===== src/design/lcb_pkg.sv =====
package lcb_pkg;

    // Sizing of the frame store
    localparam int MAX_FADE_FRAMES  = 5;
    localparam int FRAME_PIXELS_MAX = 65536;
    localparam int STORE_DEPTH      = MAX_FADE_FRAMES * FRAME_PIXELS_MAX;
    localparam int ADDR_W           = $clog2(STORE_DEPTH);
    localparam int PIX_IDX_W        = $clog2(FRAME_PIXELS_MAX);
    localparam int SIZE_W           = $clog2(FRAME_PIXELS_MAX + 1);
    localparam int FADE_W           = $clog2(MAX_FADE_FRAMES + 1);

    // Pixel and weight formats
    localparam int CH_W     = 8;
    localparam int PIXEL_W  = 3 * CH_W;
    localparam int WEIGHT_W = 9;
    localparam logic [WEIGHT_W-1:0] WEIGHT_ONE = 9'd256;

    // Field widths of the clip registers
    localparam int TOTAL_W = 16;
    localparam int REQ_W   = 8;
    localparam int FPIX_W  = 17;

    // Configuration port
    localparam int CFG_IDX_W  = 2;
    localparam int CFG_DATA_W = 17;
    localparam logic [CFG_IDX_W-1:0] REG_TOTAL_FRAMES = 2'd0;
    localparam logic [CFG_IDX_W-1:0] REG_TRANSITION   = 2'd1;
    localparam logic [CFG_IDX_W-1:0] REG_FRAME_PIXELS = 2'd2;

    // Per-request decision handed from the sequencer to the datapath
    typedef struct packed {
        logic                store;
        logic                blend;
        logic                last;
        logic [ADDR_W-1:0]   addr;
        logic [WEIGHT_W-1:0] weight;
    } item_ctrl_t;

    // Q1.8 start weight (and per-frame step) for a given fade length
    function automatic logic [WEIGHT_W-1:0] start_weight(input logic [FADE_W-1:0] t);
        logic [WEIGHT_W-1:0] w;
        begin
            unique case (t)
                3'd1:    w = 9'd128;
                3'd2:    w = 9'd90;
                3'd3:    w = 9'd64;
                3'd4:    w = 9'd51;
                3'd5:    w = 9'd38;
                default: w = 9'd0;
            endcase
            return w;
        end
    endfunction

    // Fade length after clamping against the clip length and the store size
    function automatic logic [FADE_W-1:0] effective_fade(input logic [TOTAL_W-1:0] total,
                                                        input logic [REQ_W-1:0]   req);
        logic [REQ_W-1:0] t;
        begin
            t = req;
            if ({8'd0, req} > total)
                t = REQ_W'(total - 16'd1);
            if (32'(t) > 32'(MAX_FADE_FRAMES))
                t = REQ_W'(MAX_FADE_FRAMES);
            return FADE_W'(t);
        end
    endfunction

endpackage


===== src/design/lcb_lane.sv =====
module lcb_lane (
    input  logic [lcb_pkg::CH_W-1:0]     stored,
    input  logic [lcb_pkg::CH_W-1:0]     live,
    input  logic [lcb_pkg::WEIGHT_W-1:0] weight,
    output logic [lcb_pkg::CH_W-1:0]     mixed
);

    logic [lcb_pkg::WEIGHT_W-1:0] weight_inv;
    logic [16:0]                  sum;

    // stored*w + live*(1-w), rounded to nearest, Q1.8
    assign weight_inv = lcb_pkg::WEIGHT_ONE - weight;
    assign sum = 17'(stored) * 17'(weight) + 17'(live) * 17'(weight_inv) + 17'd128;
    assign mixed = sum[15:8];

endmodule


===== config.mk =====
export PLATFORM = sky130hd
export DESIGN_NAME = lcb_lane
export DESIGN_NICKNAME = d
export VERILOG_FILES = /design/src/design/lcb_pkg.sv /design/src/design/lcb_lane.sv
export SDC_FILE = /design/constraint.sdc
export NUM_CORES = 1
export LEC_CHECK = 0
export BUFFER_PORTS_ARGS = -buffer_cell sky130_fd_sc_hd__buf_4
export CAP_MARGIN = 20
export CELL_PAD_IN_SITES_DETAIL_PLACEMENT = 1
export CELL_PAD_IN_SITES_GLOBAL_PLACEMENT = 1
export CORE_MARGIN = 3
export CORE_UTILIZATION = 50
export DETAILED_ROUTE_END_ITERATION = 7
export PLACE_DENSITY_LB_ADDON = 0.3
export SYNTH_ARGS = -nofsm -noshare
export SYNTH_HDL_FRONTEND = slang
export SYNTH_SLANG_ARGS = --single-unit

===== constraint.sdc =====
create_clock -name vclk -period 7.2
set_input_delay 0.36 -clock vclk [all_inputs]
set_output_delay 0.36 -clock vclk [all_outputs]
set_load 0.05 [all_outputs]

Word-level counts from Yosys, hierarchy flattened
Index checks and enable logic that the tools add are counted.

storage, ports and cells
  flip-flop bits (word level) = 0
  output and inout bits = 8
  input port bits = 25
  word-level logic and storage cells = 5

operators by class
  multiply operators = 2
  add/sub/neg operators = 3

operators by type and width
  operator                                                          number
  8-bit by 9-bit multiplier with 16-bit output                      2
  16-bit adder                                                      1
  16-bit by 8-bit adder with 16-bit output (second input constant)  1
  9-bit subtractor (first input constant)                           1

Logic depth before layout (Yosys ltp)
  depth after elaboration = 4
  gate-level depth with buffers = 25
  mapped depth without buffers = 24

Least setup slack after synthesis
Ideal clock, no wire load.

  path kind = input to output
  start point = input weight[1] in the netlist's numbering
  end point = output mixed[7] in the netlist's numbering
  stages on the path = 22
  required time = 6.840 ns
  slack = 0.610 ns
  arrival = 6.230 ns
  buffers on the path = 1
  cell sequence = buf_2 > inv_1 > ha_1 > nand3b_1 > xor2_1 > nand2_1 > fa_1 > inv_1 > fa_1 > fa_1 > fa_1 > fa_1 > inv_1 > fa_1 > inv_1 > ha_1 > nand2_1 > o21ai_0 > a311oi_1 > o31ai_2 > a21oi_1 > xnor2_1

on the way
  word-level cells in the longest chain between the ends = 4
  elaborated cells between the ends (all ways) = 5
  those cells by class = 3 x add/sub; 2 x mul

ends and longest elaborated chain
  item                                          RTL line        source
  start: declaration                            lcb_lane.sv:4   input logic [lcb_pkg::WEIGHT_W-1:0] weight,
  9-bit subtractor                              lcb_lane.sv:12  assign weight_inv = lcb_pkg::WEIGHT_ONE - weight;
  8-bit by 9-bit multiplier with 16-bit output  lcb_lane.sv:13  assign sum = 17'(stored) * 17'(weight) + 17'(live) * 17'(weight_inv) + 17'd128;
  16-bit adder (*)                              lcb_lane.sv:13
  16-bit by 8-bit adder with 16-bit output (*)  lcb_lane.sv:13
  end: declaration                              lcb_lane.sv:5   output logic [lcb_pkg::CH_W-1:0] mixed

Every way passes the cells marked *; elsewhere a longest branch is shown, timed or not.

Final worst setup path
  start point = input weight[2] in the netlist's numbering
  end point = output mixed[7] in the netlist's numbering

The elaborated chain is that of the path after synthesis.

==> flow_summary.yaml <==
placement:
  place_inst: 662
  place.gp.congestion: 0.825
  place_area_um2: 5030
  dp_hpwl_um: 10500
  portBuffers: 33
global_route:
  antenna_found_initial: 0
  grt_pass1_vias: 4292
  grt.total_usage_pct: 25.1
  grt_pass1_wl_um: 20300
  overflow: 0
  grt_max_degree: 17
cells_and_area:
  num_antenna_cells: 0
  clkbuf_count: 0
  layout-area-overhead-vs-synth_pct: 8.27
  fin_area_um2: 5060
  seq_cells: 0
  final_nets: 751
  regArea_um2: 0
  finalNonFillerCells: 662
  drive_gt1_share_pct: 8.30
  fillCellCount: 1085
  fin_util_pct: 56.9
hold_path:
  hold_class: "in -> out"
  holdPathStages: 5
worst_setup_path:
  worstPathArrival_ns: 6.50
  start_kind: "input port"
  cp_slowest_cell: "fa_1"
  criticalPathCategory: "in -> out"
  slowest_delay_ns: 0.56
  end_kind: "primary output"
  path_common_cell: "fa_1"
  critical_path.max_fanout: 12
  cp_cell_sequence: "buf_4, nor3_4, nand3_1, nor3_2, xnor2_2, nand2_1, fa_1, inv_1, fa_1, fa_1, fa_1, fa_1, inv_1, fa_1, inv_1, ha_1, a21oi_1, o21ai_0, a311oi_2, o31ai_2, a21oi_1, xnor2_1, buf_4"
  worstPathRequired_ns: 6.84
timing:
  setup_viol: 0
  worst_pin_slew_ns: 0.821
  slew_viol_final: 0
  maxSlewHeadroom_pct: 44.9
  post-route-min-period_ns: 6.86
  timing.fmax_ghz: 0.146
  finalHoldViolations: 0
  period_share_pct: 95.3
  fin_tns_setup_ns: 0
drt:
  wl_per_cell_um: 18.1
  vias_per_cell: 5.26
  drtIter0Drc: 130
  ant_nets: 0
  vias: 3484
  drc: 0
  dr.pass1.iters: 4
  wl_um: 12000
run:
  maxCapViolCount: 0
status:
  outcome: "complete, no violations"
logic_synthesis:
  mappedNetlistNets: 725
  yosysSeqAreaShare_pct: 0
  synth.cell_area_um2: 4670
  yosysWarnings: 0
  synthDistinctLibCells: 28
  avgSynthCellArea_um2: 8.82
  synthCells: 530
die:
  die-area_um2: 10500
  die_width_um: 103
  fp-row-count: 34
  start_util_pct: 52.6
  die_y_um: 103
  coreArea_um2: 8890
  ios: 33
clock_tree:
  cts_setup_buffers: 0
==> final timing paths <==
path	slack (ns)	to	startpoint
setup / recovery	0.34	mixed[7]	weight[2]
hold / removal	1.37	mixed[7]	live[7]
==> timing repair <==
| item | 4_1_cts | 5_1_grt |
|---|---|---|
| hold buffers | 0 | 0 |
| gates cloned | 0 | 0 |
| pin swaps | 0 | 1 |
| resized for setup | 1 | 3 |
| setup endpoints to repair | 1 | 2 |
==> layout make-up <==
cell class	count	area [um^2]	area share, %
tap	108	135	2.67
multi-input combinational	372	4100	81.0
inverter	144	541	10.7
timing repair buffer	38	285	5.64
==> cell usage after synthesis (all sizes together) <==
library cell	count	area share, %
inv	144	12
fa	106	45
and2	74	9.9
nand2	74	5.9
ha	64	17
xnor2	17	3.3
clkbuf	11	0.91
a21oi	7	0.75
xor2	7	1.3
nor2	5	0.40
nor3	4	0.67
o21ai	4	0.43
buf	3	0.46
a21boi	1	0.16
a311oi	1	0.19
and2b	1	0.16
nand3	1	0.11
nand3b	1	0.16
nand4	1	0.13
nand4b	1	0.32
o22ai	1	0.13
o31ai	1	0.27
or2	1	0.13
==> cells by family (layout without fill, tap and decap cells) <==
| group | count (synthesis) | after routing | share of synthesized area (%) |
|---|---|---|---|
| adder cells (fa/ha/maj) | 170 | 170 | 62.5 |
| buffers and inverters | 158 | 182 | 12.9 |
| AND/OR/NAND/NOR | 163 | 163 | 17.9 |
| XOR/XNOR | 24 | 24 | 4.66 |
| AO/OA/AOI/OAI | 15 | 15 | 1.93 |
==> cells in the final DEF, fill, tap and decap left out, drive strengths merged <==
master    n
nor3      4
buf      38
and2     74
ha       64
o22ai     1
xnor2    17
nand3     1
a21boi    1
nand4     1
xor2      7
nand2    74
a311oi    1
fa      106
or2       1
nand4b    1
nor2      5
o31ai     1
and2b     1
o21ai     4
inv     144
a21oi     7
nand3b    1
==> through the flow <==
stage | hold slack [ns] | worst slack [ns]
2_1_floorplan | 1.39 | 0.610
3_3_place_gp | 1.36 | 0.319
3_5_place_dp | 1.35 | -0.00974
4_1_cts | 1.36 | 0.109
5_1_grt | 1.43 | -0.0288
6_report | 1.37 | 0.339
==> routing by layer <==
layer  wire length, um  share of wire (%)  GRT usage, %  up-vias
li1                  -                  -             -     1575
met1              4270                 36          27.8     1820
met2              7140                 60          51.2       63
met3               210                1.8         0.880       26
met4               372                3.1          6.86        0
met5                 0                  0             0        -
==> worst max-delay path, delay by kind of cell <==
| family | cells | cell delay, ns |
|---|---|---|
| adder cells (fa/ha/maj) | 7 | 3.30 |
| AND/OR/NAND/NOR | 4 | 0.78 |
| AO/OA/AOI/OAI | 5 | 1.11 |
| buffers and inverters | 5 | 0.54 |
| XOR/XNOR | 2 | 0.40 |
Power is not shown: default switching activity piles up to over one toggle a cycle in this logic, so the estimate is an artifact.
