===== src/design/lcb_pkg.sv =====
package lcb_pkg;

    // Sizing of the frame store
    localparam int MAX_FADE_FRAMES  = 5;
    localparam int FRAME_PIXELS_MAX = 65536;
    localparam int STORE_DEPTH      = MAX_FADE_FRAMES * FRAME_PIXELS_MAX;
    localparam int ADDR_W           = $clog2(STORE_DEPTH);
    localparam int PIX_IDX_W        = $clog2(FRAME_PIXELS_MAX);
    localparam int SIZE_W           = $clog2(FRAME_PIXELS_MAX + 1);
    localparam int FADE_W           = $clog2(MAX_FADE_FRAMES + 1);

    // Pixel and weight formats
    localparam int CH_W     = 8;
    localparam int PIXEL_W  = 3 * CH_W;
    localparam int WEIGHT_W = 9;
    localparam logic [WEIGHT_W-1:0] WEIGHT_ONE = 9'd256;

    // Field widths of the clip registers
    localparam int TOTAL_W = 16;
    localparam int REQ_W   = 8;
    localparam int FPIX_W  = 17;

    // Configuration port
    localparam int CFG_IDX_W  = 2;
    localparam int CFG_DATA_W = 17;
    localparam logic [CFG_IDX_W-1:0] REG_TOTAL_FRAMES = 2'd0;
    localparam logic [CFG_IDX_W-1:0] REG_TRANSITION   = 2'd1;
    localparam logic [CFG_IDX_W-1:0] REG_FRAME_PIXELS = 2'd2;

    // Per-request decision handed from the sequencer to the datapath
    typedef struct packed {
        logic                store;
        logic                blend;
        logic                last;
        logic [ADDR_W-1:0]   addr;
        logic [WEIGHT_W-1:0] weight;
    } item_ctrl_t;

    // Q1.8 start weight (and per-frame step) for a given fade length
    function automatic logic [WEIGHT_W-1:0] start_weight(input logic [FADE_W-1:0] t);
        logic [WEIGHT_W-1:0] w;
        begin
            unique case (t)
                3'd1:    w = 9'd128;
                3'd2:    w = 9'd90;
                3'd3:    w = 9'd64;
                3'd4:    w = 9'd51;
                3'd5:    w = 9'd38;
                default: w = 9'd0;
            endcase
            return w;
        end
    endfunction

    // Fade length after clamping against the clip length and the store size
    function automatic logic [FADE_W-1:0] effective_fade(input logic [TOTAL_W-1:0] total,
                                                        input logic [REQ_W-1:0]   req);
        logic [REQ_W-1:0] t;
        begin
            t = req;
            if ({8'd0, req} > total)
                t = REQ_W'(total - 16'd1);
            if (32'(t) > 32'(MAX_FADE_FRAMES))
                t = REQ_W'(MAX_FADE_FRAMES);
            return FADE_W'(t);
        end
    endfunction

endpackage


===== src/design/lcb_seq.sv =====
module lcb_seq (
    input  logic                             clk,
    input  logic                             rst_n,
    input  logic                             cfg_write,
    input  logic [lcb_pkg::CFG_IDX_W-1:0]    cfg_index,
    input  logic [lcb_pkg::CFG_DATA_W-1:0]   cfg_data,
    input  logic                             accept,
    input  logic                             frame_end,
    output lcb_pkg::item_ctrl_t              ctrl
);

    logic [lcb_pkg::TOTAL_W-1:0]   total_frames_reg, total_frames_next;
    logic [lcb_pkg::REQ_W-1:0]     transition_reg, transition_next;
    logic [lcb_pkg::FPIX_W-1:0]    frame_pixels_reg, frame_pixels_next;
    logic [lcb_pkg::FADE_W-1:0]    fade_len_reg, fade_len_next;
    logic [lcb_pkg::TOTAL_W-1:0]   frame_pos_reg, frame_pos_next;
    logic [lcb_pkg::PIX_IDX_W-1:0] pixel_index_reg, pixel_index_next;
    logic [lcb_pkg::WEIGHT_W-1:0]  blend_weight_reg, blend_weight_next;
    logic [lcb_pkg::WEIGHT_W-1:0]  weight_step_reg, weight_step_next;

    logic                          cfg_hit;
    logic [lcb_pkg::SIZE_W-1:0]    size;
    logic [lcb_pkg::SIZE_W-1:0]    pix_ext;
    logic [lcb_pkg::SIZE_W-1:0]    pix;
    logic [lcb_pkg::SIZE_W:0]      pix_inc;
    logic                          store;
    logic                          blend;
    logic                          last;
    logic [lcb_pkg::TOTAL_W:0]     pos_plus_fade;
    logic [lcb_pkg::TOTAL_W:0]     rank_diff;
    logic [lcb_pkg::FADE_W-1:0]    rank;
    logic [lcb_pkg::FADE_W-1:0]    frame_sel;
    logic [lcb_pkg::WEIGHT_W:0]    weight_sum;

    // effective frame size: zero acts as one, oversize clamps to the store row
    always_comb
    begin
        if (frame_pixels_reg == '0)
        begin
            size = lcb_pkg::SIZE_W'(1);
        end
        else if (32'(frame_pixels_reg) > 32'(lcb_pkg::FRAME_PIXELS_MAX))
        begin
            size = lcb_pkg::SIZE_W'(lcb_pkg::FRAME_PIXELS_MAX);
        end
        else
        begin
            size = lcb_pkg::SIZE_W'(frame_pixels_reg);
        end
    end

    // pixel position within the frame and end-of-frame detection
    assign pix_ext = lcb_pkg::SIZE_W'(pixel_index_reg);
    assign pix     = (pix_ext >= size) ? size - lcb_pkg::SIZE_W'(1) : pix_ext;
    assign pix_inc = {1'b0, pix} + (lcb_pkg::SIZE_W+1)'(1);
    assign last    = frame_end || (pix_inc >= {1'b0, size});

    // store, blend or pass
    assign pos_plus_fade = {1'b0, frame_pos_reg} + (lcb_pkg::TOTAL_W+1)'(fade_len_reg);
    assign store = (frame_pos_reg < lcb_pkg::TOTAL_W'(fade_len_reg));
    assign blend = !store && (fade_len_reg != '0)
                   && (pos_plus_fade >= {1'b0, total_frames_reg})
                   && (frame_pos_reg < total_frames_reg);

    // rank of the stored frame that this frame fades against
    assign rank_diff = pos_plus_fade - {1'b0, total_frames_reg};
    assign rank = (32'(rank_diff) >= 32'(lcb_pkg::MAX_FADE_FRAMES))
                  ? lcb_pkg::FADE_W'(lcb_pkg::MAX_FADE_FRAMES - 1)
                  : lcb_pkg::FADE_W'(rank_diff);
    assign frame_sel = store ? lcb_pkg::FADE_W'(frame_pos_reg) : rank;

    assign ctrl.store  = store;
    assign ctrl.blend  = blend;
    assign ctrl.last   = last;
    assign ctrl.weight = blend_weight_reg;
    assign ctrl.addr   = lcb_pkg::ADDR_W'(32'(frame_sel) * 32'(lcb_pkg::FRAME_PIXELS_MAX)
                                          + 32'(pix));

    // weight after a blended frame, saturating at one
    always_comb
    begin
        weight_sum = {1'b0, blend_weight_reg} + {1'b0, weight_step_reg};
        if (weight_sum > {1'b0, lcb_pkg::WEIGHT_ONE})
        begin
            weight_sum = {1'b0, lcb_pkg::WEIGHT_ONE};
        end
    end

    // register decode
    always_comb
    begin
        total_frames_next = total_frames_reg;
        transition_next   = transition_reg;
        frame_pixels_next = frame_pixels_reg;
        cfg_hit           = 1'b0;
        if (cfg_write)
        begin
            unique case (cfg_index)
                lcb_pkg::REG_TOTAL_FRAMES:
                begin
                    total_frames_next = cfg_data[lcb_pkg::TOTAL_W-1:0];
                    cfg_hit           = 1'b1;
                end
                lcb_pkg::REG_TRANSITION:
                begin
                    transition_next = cfg_data[lcb_pkg::REQ_W-1:0];
                    cfg_hit         = 1'b1;
                end
                lcb_pkg::REG_FRAME_PIXELS:
                begin
                    frame_pixels_next = cfg_data[lcb_pkg::FPIX_W-1:0];
                    cfg_hit           = 1'b1;
                end
                default:
                begin
                    cfg_hit = 1'b0;
                end
            endcase
        end
    end

    // clip sequencing: a write to one of the three clip registers restarts the clip
    always_comb
    begin
        fade_len_next     = fade_len_reg;
        frame_pos_next    = frame_pos_reg;
        pixel_index_next  = pixel_index_reg;
        blend_weight_next = blend_weight_reg;
        weight_step_next  = weight_step_reg;
        if (cfg_hit)
        begin
            fade_len_next     = lcb_pkg::effective_fade(total_frames_next, transition_next);
            frame_pos_next    = '0;
            pixel_index_next  = '0;
            blend_weight_next = lcb_pkg::start_weight(fade_len_next);
            weight_step_next  = lcb_pkg::start_weight(fade_len_next);
        end
        else if (accept)
        begin
            if (last)
            begin
                pixel_index_next = '0;
                if (frame_pos_reg != '1)
                begin
                    frame_pos_next = frame_pos_reg + lcb_pkg::TOTAL_W'(1);
                end
                if (blend)
                begin
                    blend_weight_next = lcb_pkg::WEIGHT_W'(weight_sum);
                end
            end
            else
            begin
                pixel_index_next = lcb_pkg::PIX_IDX_W'(pix_inc);
            end
        end
    end

    always_ff @(posedge clk or negedge rst_n)
    begin
        if (!rst_n)
        begin
            total_frames_reg <= lcb_pkg::TOTAL_W'(1);
            transition_reg   <= '0;
            frame_pixels_reg <= lcb_pkg::FPIX_W'(65536);
            fade_len_reg     <= lcb_pkg::effective_fade(lcb_pkg::TOTAL_W'(1), '0);
            frame_pos_reg    <= '0;
            pixel_index_reg  <= '0;
            blend_weight_reg <= lcb_pkg::start_weight(
                                    lcb_pkg::effective_fade(lcb_pkg::TOTAL_W'(1), '0));
            weight_step_reg  <= lcb_pkg::start_weight(
                                    lcb_pkg::effective_fade(lcb_pkg::TOTAL_W'(1), '0));
        end
        else
        begin
            total_frames_reg <= total_frames_next;
            transition_reg   <= transition_next;
            frame_pixels_reg <= frame_pixels_next;
            fade_len_reg     <= fade_len_next;
            frame_pos_reg    <= frame_pos_next;
            pixel_index_reg  <= pixel_index_next;
            blend_weight_reg <= blend_weight_next;
            weight_step_reg  <= weight_step_next;
        end
    end

endmodule


===== config.mk =====
export PLATFORM = sky130hd
export DESIGN_NAME = lcb_seq
export DESIGN_NICKNAME = d
export VERILOG_FILES = /design/src/design/lcb_pkg.sv /design/src/design/lcb_seq.sv
export SDC_FILE = /design/constraint.sdc
export NUM_CORES = 1
export LEC_CHECK = 0
export BUFFER_PORTS_ARGS = -buffer_cell sky130_fd_sc_hd__clkbuf_2
export CAP_MARGIN = 25
export CORE_MARGIN = 2
export CORE_UTILIZATION = 41
export DETAILED_ROUTE_END_ITERATION = 16
export GPL_TIMING_DRIVEN = 0
export PLACE_DENSITY_LB_ADDON = 0.08
export SYNTH_ARGS = -nofsm -noshare
export SYNTH_HDL_FRONTEND = slang
export SYNTH_SLANG_ARGS = --single-unit

===== constraint.sdc =====
create_clock -name clk -period 17.2 [get_ports clk]
set_clock_uncertainty 0.05 [all_clocks]
set_input_delay 0.86 -clock clk [delete_from_list [all_inputs] [get_ports clk]]
set_output_delay 0.86 -clock clk [all_outputs]
set_load 0.05 [all_outputs]

== Word level (Yosys, flattened, before mapping) ==
Cells that the tools add are included.
Word-level totals
  latch bits: 0
  flip-flop bits (word level): 94
  memory bits (read-only): 0
  memories kept: 0
  word-level logic and storage cells: 78
  RAM bits: 0
  input port bits: 24
  output and inout bits: 31
Operators by class
  shift-type cells: 0
  $mul: 0
  add/sub/neg operators: 8
  mux-type cells: 28
  div/mod/pow operators: 0
  equal/unequal tests: 8
  bitwise logic cells: 0
  reductions and logical operators: 16
  order comparisons: 10
Operator list (number)
  16-bit 2-to-1 mux: 9
  17-bit 2-to-1 mux: 3
  9-bit 2-to-1 mux: 5
  8-bit one-hot mux with 5 select lines: 1
  8-bit 2-to-1 mux: 4
  19-bit by 17-bit adder with 19-bit output: 1
  17-bit by 1-bit adder with 18-bit output (second input constant): 1
  18-bit by 17-bit >= comparator with 1-bit output: 1
  16-bit by 3-bit adder with 17-bit output: 1
  16-bit by 17-bit >= comparator with 1-bit output: 1
  17-bit by 16-bit >= comparator with 1-bit output: 1
  17-bit by 3-bit >= comparator with 1-bit output (second input constant): 1
  17-bit greater-than comparator (second input constant): 1
  17-bit zero test: 1
  17-bit by 1-bit subtractor with 17-bit output (second input constant): 1
  17-bit by 16-bit subtractor with 17-bit output: 1
  16-bit by 1-bit adder with 16-bit output (second input constant): 1
  8-bit by 16-bit greater-than comparator with 1-bit output: 1
  16-bit less-than comparator: 1
  16-bit by 3-bit less-than comparator with 1-bit output: 1
  16-bit != test (second input constant): 1
  3-bit 2-to-1 mux: 4
  9-bit by 9-bit adder with 10-bit output: 1
  10-bit by 9-bit greater-than comparator with 1-bit output (second input constant): 1
  17 further kinds: 26

== Depth between registers and ports, before layout ==
Gate-level depths: netlist (run 1).
  word-level depth: 12
  mapped depth: 34
  gate-level depth less buffers: 29

== Worst setup path after synthesis (run 1) ==
No wires, ideal clock.
  path type: register to output
  from: register frame_pixels_reg[8] (netlist bit)
  to: output ctrl[28] (netlist bit)
  slack: 10.289 ns
  data arrival time: 6.001 ns
  stages on the path, launching flop included: 29
  required time: 16.290 ns
  path buffers: 5
  cell sequence: dfrtp_1 -> buf_2 -> nor4_4 -> nand2_1 -> o21ai_1 -> nand2_1 -> ha_1 -> nand4_1 -> or3_1 -> o221ai_1 -> or2_2 -> buf_4 -> buf_2 -> nor2_1 -> a21oi_1 -> ha_1 -> clkbuf_1 -> nand2_1 -> nor3_1 -> a41oi_1 -> nor2_1 -> xor2_1 -> ha_1 -> a21o_1 -> a21o_1 -> a21oi_1 -> nor2_1 -> a211o_1 -> buf_4
On the way
  longest elaborated chain between the ends: 8
RTL lines
  from (decl): RTL line lcb_seq.sv:14  | logic [lcb_pkg::FPIX_W-1:0] frame_pixels_reg, frame_pixels_next;
  from (signal assigned): RTL line lcb_seq.sv:165  | frame_pixels_reg <= lcb_pkg::FPIX_W'(65536);
  from (signal assigned): RTL line lcb_seq.sv:178  | frame_pixels_reg <= frame_pixels_next;
  17-bit greater-than comparator: RTL line lcb_seq.sv:42  | else if (32'(frame_pixels_reg) > 32'(lcb_pkg::FRAME_PIXELS_MAX))
  17-bit 2-to-1 mux: RTL line lcb_seq.sv:42
  17-bit 2-to-1 mux (*): RTL line lcb_seq.sv:38  | if (frame_pixels_reg == '0)
  17-bit by 1-bit subtractor with 17-bit output / 16-bit by 17-bit >= comparator with 1-bit output (equally long branches): RTL line lcb_seq.sv:54  | assign pix = (pix_ext >= size) ? size - lcb_pkg::SIZE_W'(1) : pix_ext;
  17-bit 2-to-1 mux: RTL line lcb_seq.sv:54
  17-bit by 1-bit adder with 18-bit output: RTL line lcb_seq.sv:55  | assign pix_inc = {1'b0, pix} + (lcb_pkg::SIZE_W+1)'(1);
  18-bit by 17-bit >= comparator with 1-bit output (*): RTL line lcb_seq.sv:56  | assign last = frame_end || (pix_inc >= {1'b0, size});
  1-bit logical OR (*): RTL line lcb_seq.sv:56
  to (decl): RTL line lcb_seq.sv:9  | output lcb_pkg::item_ctrl_t ctrl
Mark *: on every way between the ends. The rest lies on a longest branch, timed or not.

== Final worst setup path (run 1) ==
  from: register frame_pixels_reg[16] (netlist bit)
  to: output ctrl[28] (netlist bit)
Same word-level chain as after synthesis.

==> metrics, run 1 <==
most common cell type on the critical path=a21oi_1; DP HPWL=19400 um; CP delay by family, top=buffers and inverters; Synth area leaders=dfrtp_1, ha_1, nor2_1; register area share after synthesis=27.8%; Worst R2R End=pixel_index_reg[15]; startpoint types=register; worst skew pair latency=350 ps; most frequent cells in the layout=ha_1, dfrtp_1, nor2_1; Min-Delay Path Class=reg2reg; mean area per synthesized cell=8.55 sq um; Port Buf Inserts=53; post-synthesis register bit count=93; Placed Area=9010 sq um; Clk pwr share=22.1%; Synth warnings=0; clock sink total=93; CP Class=reg2out; CP endpoint kind=primary output; GR Overflow Total=0; Resized cells post-CTS=0; Yosys top cell by area=dfrtp_1; Post-synth EDFFs=0; Pleak=4.32 nW; num rows=52; Hold Violations, Final=0; Clock Tree Buf Depth=2; gpl congestion=0.875; Critical Path RT=16290 ps; Worst Tran Pin Value=947 ps; clock root buffer=clkbuf_16; switch share=44.4%; Internal=0.538 mW; Top FF cell, synth=dfrtp_1; TritonCTS buffer count=9; R2R Setup Slk=9160 ps; # nets final=1164; Hold Startpoint=weight_step_reg[2]; final instance area=9330 sq um; die area=21600 sq um; largest net degree at the start of global routing=62; Net Switching=0.430 mW; post-cts hold buffer count=0; TNS Setup=0 ps; share of cells above drive strength 1=13.0%; maximum vdd drop=71.4 uV; Area Growth Syn to Fin=11.3%; DR iter-0 viols=424; first-pass GRT wire length=39600 um; minimum clock period=8290 ps; max-slew violations=0; overall global routing resource usage=23.0%; ANT nets after route=0; Final Cycle Share=48.2%; CP Buf/Inv Count=7; Synth cell types=79; most common cell after layout, fill and taps aside=ha_1; Max-slew headroom=36.8%; via count=7417; Post-Syn Area=8380 sq um; max cap viols=0; Syn Inst Count=980; initial antenna violation count=0; sequential group share of total power=28.9%; RSZ-0062 raised after global routing=no; Remaining DRCs=0; WP data arrival=7380 ps; Critical Path Max Stage Delay=470 ps; hold path cells=1; Die X=147 um; WHS Endpoint=weight_step_reg[2]; max FFs per register=17; Crit-path slowest cell=buf_1; Tot Pwr=0.967 mW; worst r2r src=frame_pixels_reg[16]; H-tree depth=3; Initial Util=41.6%; vias in the first global route=7357; async set or reset register ratio after synthesis=100%; CP max FO=10; power density over cell area=104 nW/um^2; post-synth top area share=27.2%; post-CTS setup buffer count=0; worst hold slack=439 ps; status=finished clean; final setup vio count=0; max frequency=0.121 GHz; Pre-Repair DR Iteration Count=5; number of diodes=0; drt wl/cell=18.4 um; io pins=55; die height=147 um; Gate power share=49.0%; clock-pin slew on the worst setup and hold paths=70 ps; CTS tree=yes; DRT Wirelength=24300 um; r2r worst-path depth=30; via density per instance=5.62; Core Region=20200 sq um; Post-Syn Nets=1099
[worst max-delay path by stage]
| stage | start | endpoint | depth (start not counted) |
|---|---|---|---|
| after global placement | frame_pixels_reg[16] | blend_weight_reg[7] | 29 |
| after detailed placement | frame_pixels_reg[16] | pixel_index_reg[15] | 30 |
| after global routing | frame_pixels_reg[16] | ctrl[28] | 27 |
| after CTS | frame_pixels_reg[16] | ctrl[28] | 27 |
| final | frame_pixels_reg[16] | ctrl[28] | 27 |
| after floorplan | frame_pixels_reg[8] | ctrl[28] | 28 |
[layout make-up]
class	count	area, sq um
clock buffer	12	256
buffer	40	194
fill	2067	10800
timing repair buffer	54	295
inverter	60	225
sequential	93	2330
multi-input combinational	787	5630
clock inverter	4	55.1
tap	270	338
[kinds of logic after synthesis]
| logic type | synth area share, % |
|---|---|
| compound gates | 19.8 |
| xor+xnor | 5.85 |
| fa+ha+maj | 14.5 |
| buf+inv | 5.00 |
| flops | 27.8 |
| mux | 5.30 |
| simple gates | 21.8 |
[routing by layer]
metal,track usage (%),vias up,wire length (um)
met5,0,-,0
met4,6.88,0,601
met3,3.04,35,836
met2,40.0,158,11700
met1,29.8,3510,11100
li1,-,3714,-
[metrics by stage]
stage	utilization, %	setup WS, ps	std cells
finish	46.2	8910	1320
CTS	46.2	8920	1320
global placement	44.5	9230	1303
floorplan	-	10290	980
global route	46.2	8470	1320
detailed placement	44.7	9200	1304
[synth_stat cells (all sizes together) (5+ instances only)]
| master | instances |
|---|---|
| a211o | 6 |
| a211oi | 11 |
| a21o | 29 |
| a21oi | 59 |
| a22o | 14 |
| a31oi | 9 |
| and2 | 8 |
| and3 | 7 |
| buf | 14 |
| clkbuf | 26 |
| dfrtp | 91 |
| ha | 92 |
| inv | 60 |
| mux2 | 27 |
| mux2i | 14 |
| nand2 | 82 |
| nand2b | 14 |
| nand3 | 31 |
| nand4 | 24 |
| nor2 | 88 |
| nor2b | 5 |
| nor3 | 32 |
| nor3b | 5 |
| nor4 | 16 |
| o21a | 13 |
| o21ai | 49 |
| o22ai | 5 |
| o31ai | 9 |
| or3 | 15 |
| or4 | 8 |
| xnor2 | 30 |
| xor2 | 26 |
[power by group through the flow]
| stage | clock, mW | combinational (mW) | sequential, mW |
|---|---|---|---|
| floorplan | 0 | 0.340 | 0.289 |
| global placement | 0 | 0.471 | 0.283 |
| detailed placement | 0 | 0.472 | 0.284 |
| CTS | 0.220 | 0.476 | 0.280 |
| global route | 0.228 | 0.527 | 0.284 |
| finish | 0.214 | 0.474 | 0.280 |
Note: power is estimated with default switching activity, not from simulation.
==> inputs of run 2 (changes only) <==
- clock period: 17.2 -> 6.75 ns (I/O delays scaled with it)
==> metrics, run 2 (synthesis gave the netlist of run 1 again) <==
worst skew pair latency=350 ps (about the same); maximum vdd drop=181 uV (was 71.4 uV); Critical Path Max Stage Delay=360 ps (was 470 ps); startpoint types=register (unchanged); Pre-Repair DR Iteration Count=5 (unchanged); DRT Wirelength=24600 um (was 24300 um); drt wl/cell=18.4 um (about the same); overall global routing resource usage=23.2% (was 23.0%); Placed Cells incl. Taps=1304 (unchanged); max cap viols=0 (unchanged); Hold Violations, Final=0 (unchanged); via count=7542 (was 7417); ANT nets after route=0 (unchanged); clock root buffer=clkbuf_16 (unchanged); H-tree depth=3 (unchanged); Core Region=20200 sq um (unchanged); clock-pin slew on the worst setup and hold paths=70 ps (about the same); Clock Tree Buf Depth=2 (unchanged); fillcell total=2052 (was 2067); final cell count without fillers=1336 (was 1320); WP data arrival=6010 ps (was 7380 ps); Crit. Startpoint=frame_pixels_reg[8] (was frame_pixels_reg[16]); max FFs per register=17 (unchanged); share of cells above drive strength 1=16.6% (was 13.0%); Hold Startpoint=cfg_data[15] (was weight_step_reg[2]); final instance area=9600 sq um (was 9330 sq um); die area=21600 sq um (unchanged); hold path cells=3 (was 1); num rows=52 (unchanged); DP HPWL=19400 um (unchanged); Max-slew headroom=43.4% (was 36.8%); final core occ=47.6% (was 46.2%); via density per instance=5.65 (was 5.62); CP Class=reg2out (unchanged); number of diodes=0 (unchanged); worst r2r src=frame_pixels_reg[8] (was frame_pixels_reg[16]); status=finished clean (unchanged); Port Buf Inserts=53 (unchanged); max frequency=0.156 GHz; # nets final=1180 (was 1164); minimum clock period=6390 ps; R2R Setup Slk=390 ps (was 9160 ps); DR iter-0 viols=495 (was 424); Min-Delay Path Class=in2reg (was reg2reg); TritonCTS buffer count=9 (unchanged); final setup vio count=0 (unchanged); CTS tree=yes (unchanged); initial antenna violation count=0 (unchanged); CP max FO=10 (unchanged); Critical Path RT=6360 ps (was 16290 ps); Die X=147 um (unchanged); CP endpoint kind=primary output (unchanged); gpl congestion=0.875 (unchanged); most common cell type on the critical path=a21oi_1 (unchanged); die height=147 um (unchanged); Placed Area=9010 sq um (unchanged); pre-CTS setup slack=-1250 ps (was 9200 ps); vias in the first global route=7408 (was 7357); io pins=55 (unchanged); Crit-path slowest cell=dfrtp_1 (was buf_1); GR Overflow Total=0 (unchanged); max-slew violations=0 (unchanged); post-route setup slack=356 ps (was 8910 ps); Final Cycle Share=94.7%; clock sink total=93 (unchanged); power density over cell area=262 nW/um^2 (was 104 nW/um^2); Remaining DRCs=0 (unchanged); Area Growth Syn to Fin=14.5% (was 11.3%); Worst R2R End=blend_weight_reg[0] (was pixel_index_reg[15]); first-pass GRT wire length=40000 um (was 39600 um); Worst Tran Pin Value=849 ps (was 947 ps); largest net degree at the start of global routing=62 (unchanged); most frequent cells in the layout=ha_1, dfrtp_1, nor2_1 (unchanged); WHS Endpoint=total_frames_reg[15] (was weight_step_reg[2]); r2r worst-path depth=30 (unchanged); Pleak=4.45 nW (was 4.32 nW); Initial Util=41.6% (unchanged)
-- run 2: where the power goes --
| part | leakage, nW | switching, mW | total, mW | internal (mW) |
|---|---|---|---|---|
| clock | 0.149 | 0.234 | 0.544 | 0.310 |
| combinational | 3.12 | 0.798 | 1.26 | 0.458 |
| sequential | 1.17 | 0.0855 | 0.717 | 0.631 |
-- run 2: stage by stage --
stage | power [mW] | TNS (ps) | hold WS [ps]
after floorplan | 1.60 | 0 | -8.09
after global placement | 1.92 | -39980 | 420
after detailed placement | 1.93 | -40760 | 326
after CTS | 2.51 | 0 | 182
after global routing | 2.70 | -79.3 | 208
final | 2.52 | 0 | 193
-- run 2: repair_timing --
item,in CTS,in global routing
hold endpoints to repair,32,0
endpoints found under the setup margin,42,41
gates resized for setup,18,22
gates cloned,0,0
hold buffers,1,0
setup buffers,9,7
pin swaps,5,8
-- run 2: critical path, delay by kind of cell (launching register included) --
family / cells / cell delay [ps]
buffers and inverters: 7 / 1130
flip-flops: 1 / 360
XOR/XNOR: 1 / 240
AND/OR/NAND/NOR: 8 / 1260
AO/OA/AOI/OAI: 10 / 2000
adder cells (fa/ha/maj): 3 / 660
-- run 2: metal layers --
metal | global-route usage (%) | vias to the layer above | routed length, um
met2 | 41.0 | 138 | 12100
met5 | 0 | - | 0
met3 | 2.70 | 32 | 621
met1 | 30.3 | 3615 | 11400
met4 | 5.91 | 0 | 471
li1 | - | 3757 | -
-- run 2: how the worst max path moves through the flow --
stage | end | slack (ps)
after floorplan | pixel_index_reg[10] | 30
after global placement | blend_weight_reg[7] | -1220
after detailed placement | pixel_index_reg[15] | -1250
after CTS | ctrl[28] | 9
after global routing | ctrl[28] | -50
final | ctrl[28] | 360
-- run 2: area by class of cell --
| class | count | area (sq um) | area share (%) |
|---|---|---|---|
| tap | 270 | 338 | 3.52 |
| buffer | 39 | 209 | 2.18 |
| clock inverter | 4 | 55.1 | 0.574 |
| clock buffer | 12 | 256 | 2.67 |
| timing repair buffer | 71 | 425 | 4.43 |
| multi-input combinational | 787 | 5760 | 60.0 |
| sequential | 93 | 2330 | 24.3 |
| inverter | 60 | 225 | 2.35 |
==> inputs of run 3 (changes only) <==
- clock period: 6.75 -> 7.7 ns (I/O delays scaled with it)
==> metrics, run 3 (synthesis gave the netlist of run 1 again) <==
status=finished clean (unchanged); fillcell total=2069 (was 2052); io pins=55 (unchanged); share of cells above drive strength 1=14.0% (was 16.6%); Crit-path slowest cell=nor4_4 (was dfrtp_1); Port Buf Inserts=53 (unchanged); WP data arrival=6770 ps (was 6010 ps); r2r worst-path depth=30 (unchanged); final setup vio count=0 (unchanged); Worst Setup EP=ctrl[28] (unchanged); Clock Tree Buf Depth=2 (unchanged); minimum clock period=7200 ps; Worst R2R End=frame_pos_reg[13] (was blend_weight_reg[0]); Initial Util=41.6% (unchanged); R2R Setup Slk=540 ps (was 390 ps); max cap viols=0 (unchanged); CP Class=reg2out (unchanged); H-tree depth=3 (unchanged); Max-slew headroom=46.6% (was 43.4%); number of diodes=0 (unchanged); Die X=147 um (unchanged); TritonCTS buffer count=9 (unchanged); Critical Path Max Stage Delay=450 ps (was 360 ps); max FFs per register=17 (unchanged); first-pass GRT wire length=39500 um (was 40000 um); worst hold slack=242 ps (was 193 ps); worst r2r src=frame_pixels_reg[8] (unchanged); clock-pin slew on the worst setup and hold paths=70 ps (about the same); Final Cycle Share=93.6%; clock root buffer=clkbuf_16 (unchanged); Min-Delay Path Class=in2reg (unchanged); Pre-Repair DR Iteration Count=5 (unchanged); DP HPWL=19400 um (unchanged); Crit. Startpoint=frame_pixels_reg[8] (unchanged); via density per instance=5.60 (was 5.65); # nets final=1164 (was 1180); initial antenna violation count=0 (unchanged); die area=21600 sq um (unchanged); pre-CTS setup slack=-298 ps (was -1250 ps); maximum vdd drop=158 uV (was 181 uV); DR iter-0 viols=366 (was 495); CTS tree=yes (unchanged); Core Region=20200 sq um (unchanged); DRT Wirelength=24300 um (was 24600 um); most frequent cells in the layout=ha_1, dfrtp_1, nor2_1 (unchanged); ANT nets after route=0 (unchanged); Hold Violations, Final=0 (unchanged); via count=7392 (was 7542); final core occ=46.5% (was 47.6%); post-route setup slack=497 ps (was 356 ps); Reg area=2330 sq um (unchanged); max-slew violations=0 (unchanged); clock sink total=93 (unchanged); worst skew pair latency=350 ps (about the same); power density over cell area=231 nW/um^2 (was 262 nW/um^2); Pleak=4.34 nW (was 4.45 nW); Remaining DRCs=0 (unchanged); max frequency=0.139 GHz; drt wl/cell=18.4 um (about the same); overall global routing resource usage=23.0% (was 23.2%); vias in the first global route=7346 (was 7408); CP max FO=10 (unchanged); area of the multi-input gates=5670 sq um (was 5760 sq um); startpoint types=register (unchanged); num rows=52 (unchanged); die height=147 um (unchanged); GR Overflow Total=0 (unchanged); Worst Tran Pin Value=802 ps (was 849 ps); gpl congestion=0.875 (unchanged); CP endpoint kind=primary output (unchanged); Critical Path RT=7260 ps (was 6360 ps); Area Growth Syn to Fin=11.9% (was 14.5%); largest net degree at the start of global routing=62 (unchanged)
## run 3: cell count changes in the layout (fill, tap and decap cells not counted), sizes merged
cell,delta
clkbuf,+4
buf,-20
## run 3: worst min path at each step
stage / startpoint / end / slack [ps] / cells past startpoint
2_1_floorplan: rst_n / blend_weight_reg[0] / 40 / 0
3_3_place_gp: weight_step_reg[3] / weight_step_reg[3] / 420 / 1
3_5_place_dp: rst_n / pixel_index_reg[3] / 370 / 1
4_1_cts: cfg_data[16] / frame_pixels_reg[16] / 230 / 2
5_1_grt: cfg_data[16] / frame_pixels_reg[16] / 260 / 2
6_report: cfg_data[15] / total_frames_reg[15] / 240 / 3
## run 3: worst max-delay path, delay by kind of cell, from the launching register on
| family | cells | cell delay, ps |
|---|---|---|
| flops | 1 | 360 |
| fa+ha+maj | 3 | 970 |
| simple gates | 10 | 1900 |
| xor+xnor | 1 | 260 |
| compound gates | 8 | 1850 |
| buf+inv | 5 | 1070 |
## run 3: layout make-up
cell class	instances	share of cell area, %
multi-input combinational	787	60.5
clock inverter	4	0.587
clock buffer	12	2.74
tap	270	3.60
timing repair buffer	55	3.26
inverter	60	2.40
buffer	39	2.07
sequential	93	24.9
## run 3: report_power, final
group	internal [mW]	switching, mW	total (mW)
sequential	0.553	0.0732	0.627
clock	0.272	0.206	0.478
combinational	0.379	0.685	1.06
total	1.20	0.964	2.17
## run 3: metrics by stage
step,setup TNS (ps),power [mW],cell area [sq um],cells
final,0,2.17,9370,1320
after global routing,-1.73,2.33,9370,1320
after CTS,0,2.18,9350,1321
after detailed placement,-4520,1.69,9010,1304
after global placement,-4100,1.68,8980,1303
after floorplan,0,1.41,8380,980
## run 3: metal layers
metal / part of all wire [%] / GRT usage [%] / up-vias
met5: 0 / 0 / -
met4: 2.4 / 6.88 / 0
met3: 2.9 / 3.04 / 35
met2: 48 / 40.0 / 147
met1: 46 / 29.8 / 3499
li1: - / - / 3711
## run 3: what timing repair did
| item | 4_1_cts | 5_1_grt |
|---|---|---|
| resized for setup | 4 | 8 |
| hold buffers | 1 | 0 |
| setup buffers | 0 | 0 |
| hold endpoints to repair | 12 | 0 |
| endpoints found under the setup margin | 26 | 40 |
| pin swaps | 0 | 0 |
